--- config.mk ---
export PLATFORM = sky130hd
export DESIGN_NAME = bubble_sort_engine
export DESIGN_NICKNAME = d
export VERILOG_FILES = /design/src/rtl/bse_pkg.sv /design/src/rtl/bse_ram.sv /design/src/rtl/bse_front.sv /design/src/rtl/bse_queue.sv /design/src/rtl/bse_back.sv /design/src/rtl/bubble_sort_engine.sv
export SDC_FILE = /design/constraint.sdc
export NUM_CORES = 2
export LEC_CHECK = 0
export BUFFER_PORTS_ARGS = -buffer_cell sky130_fd_sc_hd__buf_4
export CORE_ASPECT_RATIO = 0.5
export CORE_UTILIZATION = 38
export DETAILED_ROUTE_END_ITERATION = 8
export SLEW_MARGIN = 25
export SYNTH_ARGS = -nofsm -noshare
export SYNTH_HDL_FRONTEND = slang
export SYNTH_SLANG_ARGS = --single-unit
--- constraint.sdc ---
create_clock -name aclk -period 7.3 [get_ports aclk]
set_input_delay 1.46 -clock aclk [delete_from_list [all_inputs] [get_ports aclk]]
set_output_delay 1.46 -clock aclk [all_outputs]
set_load 0.01 [all_outputs]
--- src/rtl/bse_pkg.sv ---
package bse_pkg;

    // Width of one element
    localparam int unsigned DATA_W = 32;

    // Depth of the command queue between front and back
    localparam int unsigned QUEUE_DEPTH = 4;

    // What the back end does with a queued word
    typedef enum logic {
        CMD_STORE = 1'b0,
        CMD_DROP  = 1'b1
    } cmd_kind_t;

    // One classified input word
    typedef struct packed {
        logic signed [DATA_W-1:0] value;
        logic                     last;
        cmd_kind_t                kind;
    } cmd_t;

endpackage

--- src/rtl/bse_ram.sv ---
module bse_ram #(
    parameter int unsigned WIDTH = 32,
    parameter int unsigned DEPTH = 32
) (
    input  logic                             aclk,
    input  logic                             wr_en,
    input  logic [$clog2(DEPTH)-1:0]         wr_addr,
    input  logic [WIDTH-1:0]                 wr_data,
    input  logic                             rd_en,
    input  logic [$clog2(DEPTH)-1:0]         rd_addr,
    output logic [WIDTH-1:0]                 rd_data
);

    logic [WIDTH-1:0] mem [DEPTH];
    logic [WIDTH-1:0] rd_data_reg;

    // single write port, registered read port
    always_ff @(posedge aclk) begin
        if (wr_en) begin
            mem[wr_addr] <= wr_data;
        end
        if (rd_en) begin
            rd_data_reg <= mem[rd_addr];
        end
    end

    assign rd_data = rd_data_reg;

endmodule

--- src/rtl/bse_front.sv ---
module bse_front #(
    parameter int unsigned MAX_N = 32
) (
    input  logic                                 aclk,
    input  logic                                 aresetn,
    input  logic                                 s_valid,
    output logic                                 s_ready,
    input  logic signed [bse_pkg::DATA_W-1:0]    s_value,
    input  logic                                 s_last,
    output logic                                 cmd_valid,
    input  logic                                 cmd_ready,
    output bse_pkg::cmd_t                        cmd
);

    localparam int unsigned CNT_W = $clog2(MAX_N + 1);

    logic [CNT_W-1:0] count_reg;
    logic [CNT_W-1:0] count_next;
    logic             full;
    logic             accept;

    // a set that already holds MAX_N words drops the rest
    assign full      = (count_reg == CNT_W'(MAX_N));
    assign accept    = s_valid && cmd_ready;
    assign s_ready   = cmd_ready;
    assign cmd_valid = s_valid;

    always_comb begin
        cmd.value = s_value;
        cmd.last  = s_last;
        cmd.kind  = full ? bse_pkg::CMD_DROP : bse_pkg::CMD_STORE;
    end

    // words seen in the current set, saturating at capacity
    always_comb begin
        count_next = count_reg;
        if (accept) begin
            if (s_last) begin
                count_next = '0;
            end else if (!full) begin
                count_next = count_reg + CNT_W'(1);
            end
        end
    end

    always_ff @(posedge aclk) begin
        if (!aresetn) begin
            count_reg <= '0;
        end else begin
            count_reg <= count_next;
        end
    end

endmodule

--- src/rtl/bse_queue.sv ---
module bse_queue #(
    parameter int unsigned DEPTH = 4
) (
    input  logic          aclk,
    input  logic          aresetn,
    input  logic          in_valid,
    output logic          in_ready,
    input  bse_pkg::cmd_t in_cmd,
    output logic          out_valid,
    input  logic          out_ready,
    output bse_pkg::cmd_t out_cmd
);

    localparam int unsigned PTR_W = (DEPTH > 1) ? $clog2(DEPTH) : 1;
    localparam int unsigned CNT_W = $clog2(DEPTH + 1);

    bse_pkg::cmd_t    slot [DEPTH];
    logic [PTR_W-1:0] wr_ptr_reg;
    logic [PTR_W-1:0] rd_ptr_reg;
    logic [CNT_W-1:0] fill_reg;
    logic             push;
    logic             pop;

    assign in_ready  = (fill_reg != CNT_W'(DEPTH));
    assign out_valid = (fill_reg != '0);
    assign out_cmd   = slot[rd_ptr_reg];
    assign push      = in_valid && in_ready;
    assign pop       = out_valid && out_ready;

    // storage, no reset needed
    always_ff @(posedge aclk) begin
        if (push) begin
            slot[wr_ptr_reg] <= in_cmd;
        end
    end

    // pointers and fill level
    always_ff @(posedge aclk) begin
        if (!aresetn) begin
            wr_ptr_reg <= '0;
            rd_ptr_reg <= '0;
            fill_reg   <= '0;
        end else begin
            if (push) begin
                wr_ptr_reg <= (wr_ptr_reg == PTR_W'(DEPTH - 1)) ? '0 : wr_ptr_reg + PTR_W'(1);
            end
            if (pop) begin
                rd_ptr_reg <= (rd_ptr_reg == PTR_W'(DEPTH - 1)) ? '0 : rd_ptr_reg + PTR_W'(1);
            end
            if (push && !pop) begin
                fill_reg <= fill_reg + CNT_W'(1);
            end else if (pop && !push) begin
                fill_reg <= fill_reg - CNT_W'(1);
            end
        end
    end

endmodule

--- src/rtl/bse_back.sv ---
module bse_back #(
    parameter int unsigned MAX_N = 32
) (
    input  logic                                 aclk,
    input  logic                                 aresetn,
    input  logic                                 cmd_valid,
    output logic                                 cmd_ready,
    input  bse_pkg::cmd_t                        cmd,
    output logic                                 m_valid,
    input  logic                                 m_ready,
    output logic signed [bse_pkg::DATA_W-1:0]    m_sorted_value,
    output logic                                 m_last_out,
    output logic                                 m_overflowed
);

    localparam int unsigned CNT_W  = $clog2(MAX_N + 1);
    localparam int unsigned ADDR_W = $clog2(MAX_N);

    typedef enum logic [2:0] {
        ST_IDLE,
        ST_PASS_START,
        ST_PASS_HEAD,
        ST_PASS_BODY,
        ST_PASS_TAIL,
        ST_EMIT_RD,
        ST_EMIT_LOAD
    } state_t;

    state_t                          state_reg, state_next;
    logic [CNT_W-1:0]                cnt_reg, cnt_next;
    logic                            ovf_reg, ovf_next;
    logic [CNT_W-1:0]                ptr_reg, ptr_next;
    logic signed [bse_pkg::DATA_W-1:0] carry_reg, carry_next;
    logic                            swapped_reg, swapped_next;

    logic                            m_valid_reg;
    logic signed [bse_pkg::DATA_W-1:0] m_value_reg;
    logic                            m_last_reg;
    logic                            m_ovf_reg;

    logic                            ram_we;
    logic [ADDR_W-1:0]               ram_waddr;
    logic [bse_pkg::DATA_W-1:0]      ram_wdata;
    logic                            ram_re;
    logic [ADDR_W-1:0]               ram_raddr;
    logic [bse_pkg::DATA_W-1:0]      ram_rdata;
    logic signed [bse_pkg::DATA_W-1:0] rd_value;

    logic [CNT_W-1:0]                cnt_after;
    logic [CNT_W-1:0]                ptr_inc;
    logic [CNT_W-1:0]                back_idx;
    logic [CNT_W-1:0]                last_idx;
    logic                            out_free;
    logic                            out_load;
    logic                            out_last;

    bse_ram #(
        .WIDTH (bse_pkg::DATA_W),
        .DEPTH (MAX_N)
    ) u_store (
        .aclk    (aclk),
        .wr_en   (ram_we),
        .wr_addr (ram_waddr),
        .wr_data (ram_wdata),
        .rd_en   (ram_re),
        .rd_addr (ram_raddr),
        .rd_data (ram_rdata)
    );

    assign rd_value  = $signed(ram_rdata);
    assign ptr_inc   = ptr_reg + CNT_W'(1);
    assign back_idx  = ptr_reg - CNT_W'(2);
    assign last_idx  = cnt_reg - CNT_W'(1);
    assign out_free  = !m_valid_reg || m_ready;
    assign cmd_ready = (state_reg == ST_IDLE);

    assign m_valid        = m_valid_reg;
    assign m_sorted_value = m_value_reg;
    assign m_last_out     = m_last_reg;
    assign m_overflowed   = m_ovf_reg;

    // sequencer: store words, bubble passes with a carried maximum, emit
    always_comb begin
        state_next   = state_reg;
        cnt_next     = cnt_reg;
        ovf_next     = ovf_reg;
        ptr_next     = ptr_reg;
        carry_next   = carry_reg;
        swapped_next = swapped_reg;
        ram_we       = 1'b0;
        ram_waddr    = '0;
        ram_wdata    = '0;
        ram_re       = 1'b0;
        ram_raddr    = '0;
        out_load     = 1'b0;
        out_last     = 1'b0;
        cnt_after    = cnt_reg;

        unique case (state_reg)
            ST_IDLE: begin
                if (cmd_valid) begin
                    if (cmd.kind == bse_pkg::CMD_STORE) begin
                        ram_we    = 1'b1;
                        ram_waddr = cnt_reg[ADDR_W-1:0];
                        ram_wdata = cmd.value;
                        cnt_after = cnt_reg + CNT_W'(1);
                    end else begin
                        ovf_next = 1'b1;
                    end
                    cnt_next = cnt_after;
                    if (cmd.last) begin
                        ptr_next   = '0;
                        state_next = (cnt_after >= CNT_W'(2)) ? ST_PASS_START : ST_EMIT_RD;
                    end
                end
            end
            ST_PASS_START: begin
                ram_re       = 1'b1;
                ram_raddr    = '0;
                ptr_next     = CNT_W'(1);
                swapped_next = 1'b0;
                state_next   = ST_PASS_HEAD;
            end
            ST_PASS_HEAD: begin
                carry_next = rd_value;
                ram_re     = 1'b1;
                ram_raddr  = ptr_reg[ADDR_W-1:0];
                ptr_next   = ptr_inc;
                state_next = ST_PASS_BODY;
            end
            ST_PASS_BODY: begin
                // smaller of carry and new word settles one slot back
                ram_we    = 1'b1;
                ram_waddr = back_idx[ADDR_W-1:0];
                if (carry_reg > rd_value) begin
                    ram_wdata    = rd_value;
                    swapped_next = 1'b1;
                end else begin
                    ram_wdata  = carry_reg;
                    carry_next = rd_value;
                end
                if (ptr_reg == cnt_reg) begin
                    state_next = ST_PASS_TAIL;
                end else begin
                    ram_re    = 1'b1;
                    ram_raddr = ptr_reg[ADDR_W-1:0];
                    ptr_next  = ptr_inc;
                end
            end
            ST_PASS_TAIL: begin
                ram_we    = 1'b1;
                ram_waddr = last_idx[ADDR_W-1:0];
                ram_wdata = carry_reg;
                if (swapped_reg) begin
                    state_next = ST_PASS_START;
                end else begin
                    ptr_next   = '0;
                    state_next = ST_EMIT_RD;
                end
            end
            ST_EMIT_RD: begin
                ram_re     = 1'b1;
                ram_raddr  = ptr_reg[ADDR_W-1:0];
                state_next = ST_EMIT_LOAD;
            end
            ST_EMIT_LOAD: begin
                if (out_free) begin
                    out_load = 1'b1;
                    out_last = (ptr_inc == cnt_reg);
                    if (out_last) begin
                        cnt_next   = '0;
                        ovf_next   = 1'b0;
                        state_next = ST_IDLE;
                    end else begin
                        ptr_next   = ptr_inc;
                        state_next = ST_EMIT_RD;
                    end
                end
            end
            default: begin
                state_next = ST_IDLE;
            end
        endcase
    end

    // state and output register
    always_ff @(posedge aclk) begin
        if (!aresetn) begin
            state_reg   <= ST_IDLE;
            cnt_reg     <= '0;
            ovf_reg     <= 1'b0;
            ptr_reg     <= '0;
            swapped_reg <= 1'b0;
            m_valid_reg <= 1'b0;
        end else begin
            state_reg   <= state_next;
            cnt_reg     <= cnt_next;
            ovf_reg     <= ovf_next;
            ptr_reg     <= ptr_next;
            swapped_reg <= swapped_next;
            if (out_load) begin
                m_valid_reg <= 1'b1;
            end else if (m_ready) begin
                m_valid_reg <= 1'b0;
            end
        end
        carry_reg <= carry_next;
        if (out_load) begin
            m_value_reg <= rd_value;
            m_last_reg  <= out_last;
            m_ovf_reg   <= ovf_reg;
        end
    end

    // stored count never passes capacity
    a_cnt_bound: assert property (@(posedge aclk) disable iff (!aresetn)
        cnt_reg <= CNT_W'(MAX_N))
        else $error("element count above capacity");

    // a pass never reads the slot it writes in the same cycle
    a_no_rw_clash: assert property (@(posedge aclk) disable iff (!aresetn)
        !(ram_we && ram_re && (ram_waddr == ram_raddr)))
        else $error("store read and write collide");

    // loading the final word ends the set and clears the bookkeeping
    a_set_done: assert property (@(posedge aclk) disable iff (!aresetn)
        (out_load && out_last) |=> (state_reg == ST_IDLE && cnt_reg == '0 && !ovf_reg))
        else $error("set not closed after final word");

    // output word is not overwritten while waiting
    a_no_overrun: assert property (@(posedge aclk) disable iff (!aresetn)
        (m_valid_reg && !m_ready) |-> !out_load)
        else $error("output register overrun");

endmodule

--- src/rtl/bubble_sort_engine.sv ---
// Bubble sort engine: takes a set of signed 32-bit words on s_ (s_last marks
// the final word), keeps up to MAX_N of them, sorts them ascending and returns
// them on m_ with m_last_out on the final word. Words beyond MAX_N are dropped
// and every result of that set carries m_overflowed. Input words pass through a
// four-entry queue at one per cycle while the queue has room, so the first
// words of a new set can be queued while the previous one is still sorting or
// draining. The back end stores one word per cycle while it is idle. Sorting
// runs on a store with one read and one write port and one compare per cycle;
// up to n passes over n words are needed (one more pass than the number of
// swapping passes). Emitting waits while m_ready is low.
// There is no start-up clearing pass.
module bubble_sort_engine #(
    parameter int unsigned MAX_N = 32
) (
    input  logic                                 aclk,
    input  logic                                 aresetn,
    input  logic                                 s_valid,
    output logic                                 s_ready,
    input  logic signed [bse_pkg::DATA_W-1:0]    s_value,
    input  logic                                 s_last,
    output logic                                 m_valid,
    input  logic                                 m_ready,
    output logic signed [bse_pkg::DATA_W-1:0]    m_sorted_value,
    output logic                                 m_last_out,
    output logic                                 m_overflowed
);

    bse_pkg::cmd_t front_cmd;
    logic          front_valid;
    logic          front_ready;
    bse_pkg::cmd_t back_cmd;
    logic          back_valid;
    logic          back_ready;

    bse_front #(
        .MAX_N (MAX_N)
    ) u_front (
        .aclk      (aclk),
        .aresetn   (aresetn),
        .s_valid   (s_valid),
        .s_ready   (s_ready),
        .s_value   (s_value),
        .s_last    (s_last),
        .cmd_valid (front_valid),
        .cmd_ready (front_ready),
        .cmd       (front_cmd)
    );

    bse_queue #(
        .DEPTH (bse_pkg::QUEUE_DEPTH)
    ) u_queue (
        .aclk      (aclk),
        .aresetn   (aresetn),
        .in_valid  (front_valid),
        .in_ready  (front_ready),
        .in_cmd    (front_cmd),
        .out_valid (back_valid),
        .out_ready (back_ready),
        .out_cmd   (back_cmd)
    );

    bse_back #(
        .MAX_N (MAX_N)
    ) u_back (
        .aclk           (aclk),
        .aresetn        (aresetn),
        .cmd_valid      (back_valid),
        .cmd_ready      (back_ready),
        .cmd            (back_cmd),
        .m_valid        (m_valid),
        .m_ready        (m_ready),
        .m_sorted_value (m_sorted_value),
        .m_last_out     (m_last_out),
        .m_overflowed   (m_overflowed)
    );

endmodule

# Yosys cells after proc, flatten, opt, wreduce, memory -nomap -nowiden
# Memory sizes are Yosys's and may differ from the RTL's. A register that Yosys moved wholly into a read port is not among the register bits.
# Index checks and enable logic that the tools add are counted.
# totals
ff_bits	97
ram_bits	1160
input_bits	37
output_inout_bits	36
mem_count	2
# memory_table
memory	depth	word_bits	read_ports	rd_ports_with_merged_regs	write_ports	line_no	text
u_back.u_store.mem	32	32	1	1	1	bse_ram.sv:14	logic [WIDTH-1:0] mem [DEPTH];
u_queue.slot	4	34	1	1	1	bse_queue.sv:17	bse_pkg::cmd_t slot [DEPTH];
# classes
n_addsub	9
n_lt_le_gt_ge	2
eq_ne	24
n_mux	62
n_reduce_logical	27
# op_table
operator	n
$mux 32	4
$pmux 32 s3	1
$mux 6	14
$pmux 32 s2	1
$pmux 6 s6	1
$gt 32x32->1	1
$mux 3	9
$pmux 3 s7	1
$add 6x1->6 const B	3
$mux 1	17
$mux 5	3
$pmux 5 s3	1
$eq 6x6->1	2
$ne 2x1->1 const B	6
$ne 2x2->1 const B	6
$pmux 6 s2	1
$pmux 5 s2	1
$reduce_bool 2->1	5
$eq 3x3->1 const B	3
$mux 2	4
$pmux 1 s2	4
$reduce_and 2->1	4
$reduce_and 4->1	2
$reduce_and 7->1	1
other kinds (20)	29

# Logic depth before layout (Yosys ltp)
# logic_depth
word_depth	9
mapped_depth	11
depth_no_buf	10

# Cells and area by module
# From an unflattened synthesis, not the netlist that was laid out.
# unflattened
hier_cells	3043
hier_area_um2	51898.5
# by_module_without_submodules
mod	instances	cells_per_inst	area_each_um2	seq_area_each_um2
bse_ram	1	2260	40812.9	31710.4
bse_queue	1	229	5385.2	4264.1
bse_back	1	476	5079.9	2342.2
bse_front	1	78	620.6	120.1

# Worst setup path after synthesis
# OpenSTA, ideal clock, no wires.
# synth_path
kind	register -> register
from	register u_back.u_store.rd_data_reg[30] (netlist: u_back.u_store.rd_data[30]), read port of u_back.u_store.mem
to	register u_back.carry_reg[0] in the netlist's numbering, enable pin
setup_ps	480
arrival_time_ps	4616
required_time_ps	6820
setup_slack_ps	2204
stages_incl_launch_ff	10
path_buffers	0
synth_period_minus_slack_ps	5096
cell_sequence	edfxtp_1 -> inv_1 -> ha_1 -> nand4_1 -> or4_1 -> nor2_1 -> o31a_1 -> nor3_1 -> o21a_1 -> a311oi_1
# synth_between
elab_chain_cells	3
# synth_rtl
element	line_no	text
from (decl)	bse_ram.sv:15	logic [WIDTH-1:0] rd_data_reg;
$gt 32x32->1	bse_back.sv:135	if (carry_reg > rd_value) begin
$ne 2x2->1 (no line)	n/a	
$reduce_and 2->1 (no line)	n/a	
to (signal assigned)	bse_back.sv:207	carry_reg <= carry_next;
to (decl)	bse_back.sv:33	logic signed [bse_pkg::DATA_W-1:0] carry_reg, carry_next;
# Every way passes these cells.
# A chain may end at the register's enable or synchronous reset.

==> run_results.csv <==
group,metric,value,unit
synth,avgSynthCellArea,17.1,sq um
final_layout,final_area,58500,sq um
die,start_util,38.4,%
final_layout,layout.nets,3186,
synth,yosysUniqueCellTypes,76,
timing,fin_skew,0.0295,ns
synth,yosys.area.top_type,"edfxtp_1",
pwr,ir_drop,0.285,mV
detailed_routing,detail-route-antenna-nets,0,
pwr,p_per_area,362,nW/um^2
synth,synth_enable_flop_cells,1258,
die,core,134000,sq um
clock_tree,cts_sinks,1291,
synth,synth-seq-cells,1291,
global_routing,track_usage,22.2,%
clock_tree,cts_tree,"done",
clock_tree,path_clk_slew,0.07,ns
timing,min_period_over_period,67.4,%
final_layout,multi_input_area,12500,sq um
detailed_routing,remaining_drc_errors,0,
die,die_w,523,um
final_layout,diodes,0,
synth,async_reset_ff_share,0,%
worst_setup_path,cp.required,7.70,ns
clock_tree,cts-root-buf,"clkbuf_16",
clock_tree,h-tree-depth,3,
global_routing,first_global_vias,28900,
die,io_pins,73,
final_layout,area.growth.synth_to_final,13.5,%
placement,dp_hpwl,86400,um
clock_tree,clk_path_buf_depth,3,
final_layout,largest_reg_flops,1024,
global_routing,grt_pass1_wl,217000,um
detailed_routing,first_pass_iters,7,
timing,setup_viol,0,
final_layout,register_area,38500,sq um
final_layout,largest_registers,"u_back.u_store.mem (1024), u_queue.slot (136)",
timing,setup_ws,2.38,ns
outcome,status,"complete, no violations",
placement,placedInstanceArea,54600,sq um
die,rows,95,
clock_tree,insertion_delay,0.74,ns
detailed_routing,wl_per_cell,30.9,um
placement,gp_congestion,0.835,
timing,hold_violations,0,
timing,rsz0062_at_grt,"false",
timing,timing.hold.ws,0.465,ns
timing,fin_tns_setup,0,ns
flow_run,maxCapViolations,0,
synth,syn_nets,3101,
detailed_routing,vias_per_cell,6.01,
placement,place_ws,2.36,ns
synth,yosysWarnings,0,
final_layout,fill_cells,11600,
min_path,hold_path_class,"flip-flop to flip-flop",
pwr,p_leak,18.1,nW
die,die_area,137000,sq um
placement,port_buffers,72,
worst_setup_path,crit_type,"flip-flop to flip-flop",
synth,ys_seq_area_share,74.5,%
global_routing,grt_max_degree,129,
synth,syn_inst,3017,
clock_tree,cts_made_buffers,119,
worst_setup_path,rrSetupSlack,2.38,ns
detailed_routing,drt_first_iter_violations,4056,
die,die_h,262,um
timing,max_freq,203,MHz
timing,slew_violations,0,
final_layout,drive_above_1_share,18.8,%
synth,syn-cell-area,51600,sq um
synth,synth_top_cell_area_share,73.3,%
synth,synth_area_leaders,"edfxtp_1 (73%), mux4_2 (4.3%), mux2_2 (1.7%), mux2i_1 (1.3%), dfxtp_1 (1.3%)",
pwr,finalPower,21.2,mW
worst_setup_path,crit_fanout,39,
timing,layout_min_cycle_time,4.92,ns
global_routing,grt_antenna_before_repair,2,
worst_setup_path,worstPathArrival,5.32,ns
timing,worst_pin_slew,1.13,ns
clock_tree,cts_setup_buffers,0,
timing,maxSlewHeadroom,24.6,%
final_layout,layout_commonest_cell,"edfxtp_1",
final_layout,final_cell_mix,"edfxtp_1 (1,258), nand2_1 (149), buf_4 (142)",
detailed_routing,vias,30000,
synth,synth_flop_cell,"edfxtp_1",
global_routing,grt-ovfl-total,0,
final_layout,largest-register,"u_back.u_store.mem",
worst_setup_path,startpoint_type,"flip-flop",
worst_setup_path,end_kind,"flip-flop",
clock_tree,cts_resized,0,
detailed_routing,wirelength,154000,um
clock_tree,postCtsHoldBufs,0,
layer usage:
layer / up-vias / global-route usage (%) / wire (um) / share of wire (%)
met5: - / 0 / 0 / 0
met4: 0 / 6.26 / 4190 / 2.7
met3: 273 / 4.96 / 16900 / 11
met2: 1816 / 32.7 / 68400 / 44
met1: 15600 / 32.9 / 64900 / 42
li1: 12300 / - / - / -
cell type report:
cell class | count | share of cell area [%]
clock inverters | 74 | 1.29
inverters | 53 | 0.340
multi-input cells | 1485 | 21.3
flip-flops and latches | 1291 | 65.7
repair buffers | 152 | 2.19
well taps | 1794 | 3.84
clock buffers | 147 | 5.31
synthesized netlist by cell type, types with 14 or more instances:
library cell / n
a211o_1: 32
a211oi_1: 65
a21oi_1: 131
a221o_1: 32
a31oi_1: 36
and2_1: 42
buf_1: 18
buf_2: 43
clkbuf_1: 107
dfxtp_1: 33
edfxtp_1: 1258
ha_1: 46
inv_1: 51
mux2_1: 52
mux2_2: 79
mux2i_1: 68
mux4_2: 98
nand2_1: 153
nand3_1: 14
nor2_1: 129
o211ai_1: 54
o21a_1: 34
o21ai_0: 104
o221ai_1: 66
o22ai_1: 70
o31a_1: 32
worst max-delay path, stage by stage (launching register included):
cell and delay [ns]:
dfxtp_2 0.31, buf_4 0.52, mux4_2 0.48, nor4b_4 0.07
buf_4 0.28, a222oi_1 0.93, nand3_1 0.57, nor2_4 0.96
buf_4 0.43
through the flow:
| stage | cells | utilization (%) |
|---|---|---|
| global placement | 4769 | 40.5 |
| floorplan | 3017 | - |
| CTS | 4995 | 43.5 |
| finish | 4996 | 43.5 |
| detailed placement | 4774 | 40.6 |
| global route | 4996 | 43.5 |
worst paths after layout:
check / start / cells after the start / end
max: flip-flop / 8 / u_back.u_store.mem[17][13]
min: u_back.ovf_reg / 0 / u_back.m_overflowed
max reg2reg: flip-flop / 8 / u_back.u_store.mem[17][13]
min reg2reg: u_back.ovf_reg / 0 / u_back.m_overflowed
cells by family (layout without fill, tap and decap cells):
group           count (synthesis)  count (layout)  share of synthesized area (%)
simple gates                  415             415                           3.76
fa+ha+maj                      47              47                           1.15
flops                        1291            1291                           74.5
mux                           297             297                           8.46
xor+xnor                       20              20                          0.340
compound gates                706             706                           9.66
buf+inv                       241             426                           2.08
where the power goes:
group / internal [mW] / leakage, nW / switching (mW) / total, mW
sequential: 9.91 / 11.9 / 0.311 / 10.2
combinational: 1.23 / 4.31 / 3.44 / 4.67
clock: 3.51 / 1.88 / 2.77 / 6.28
total: 14.6 / 18.1 / 6.52 / 21.2
(Power assumes the default switching activity.)
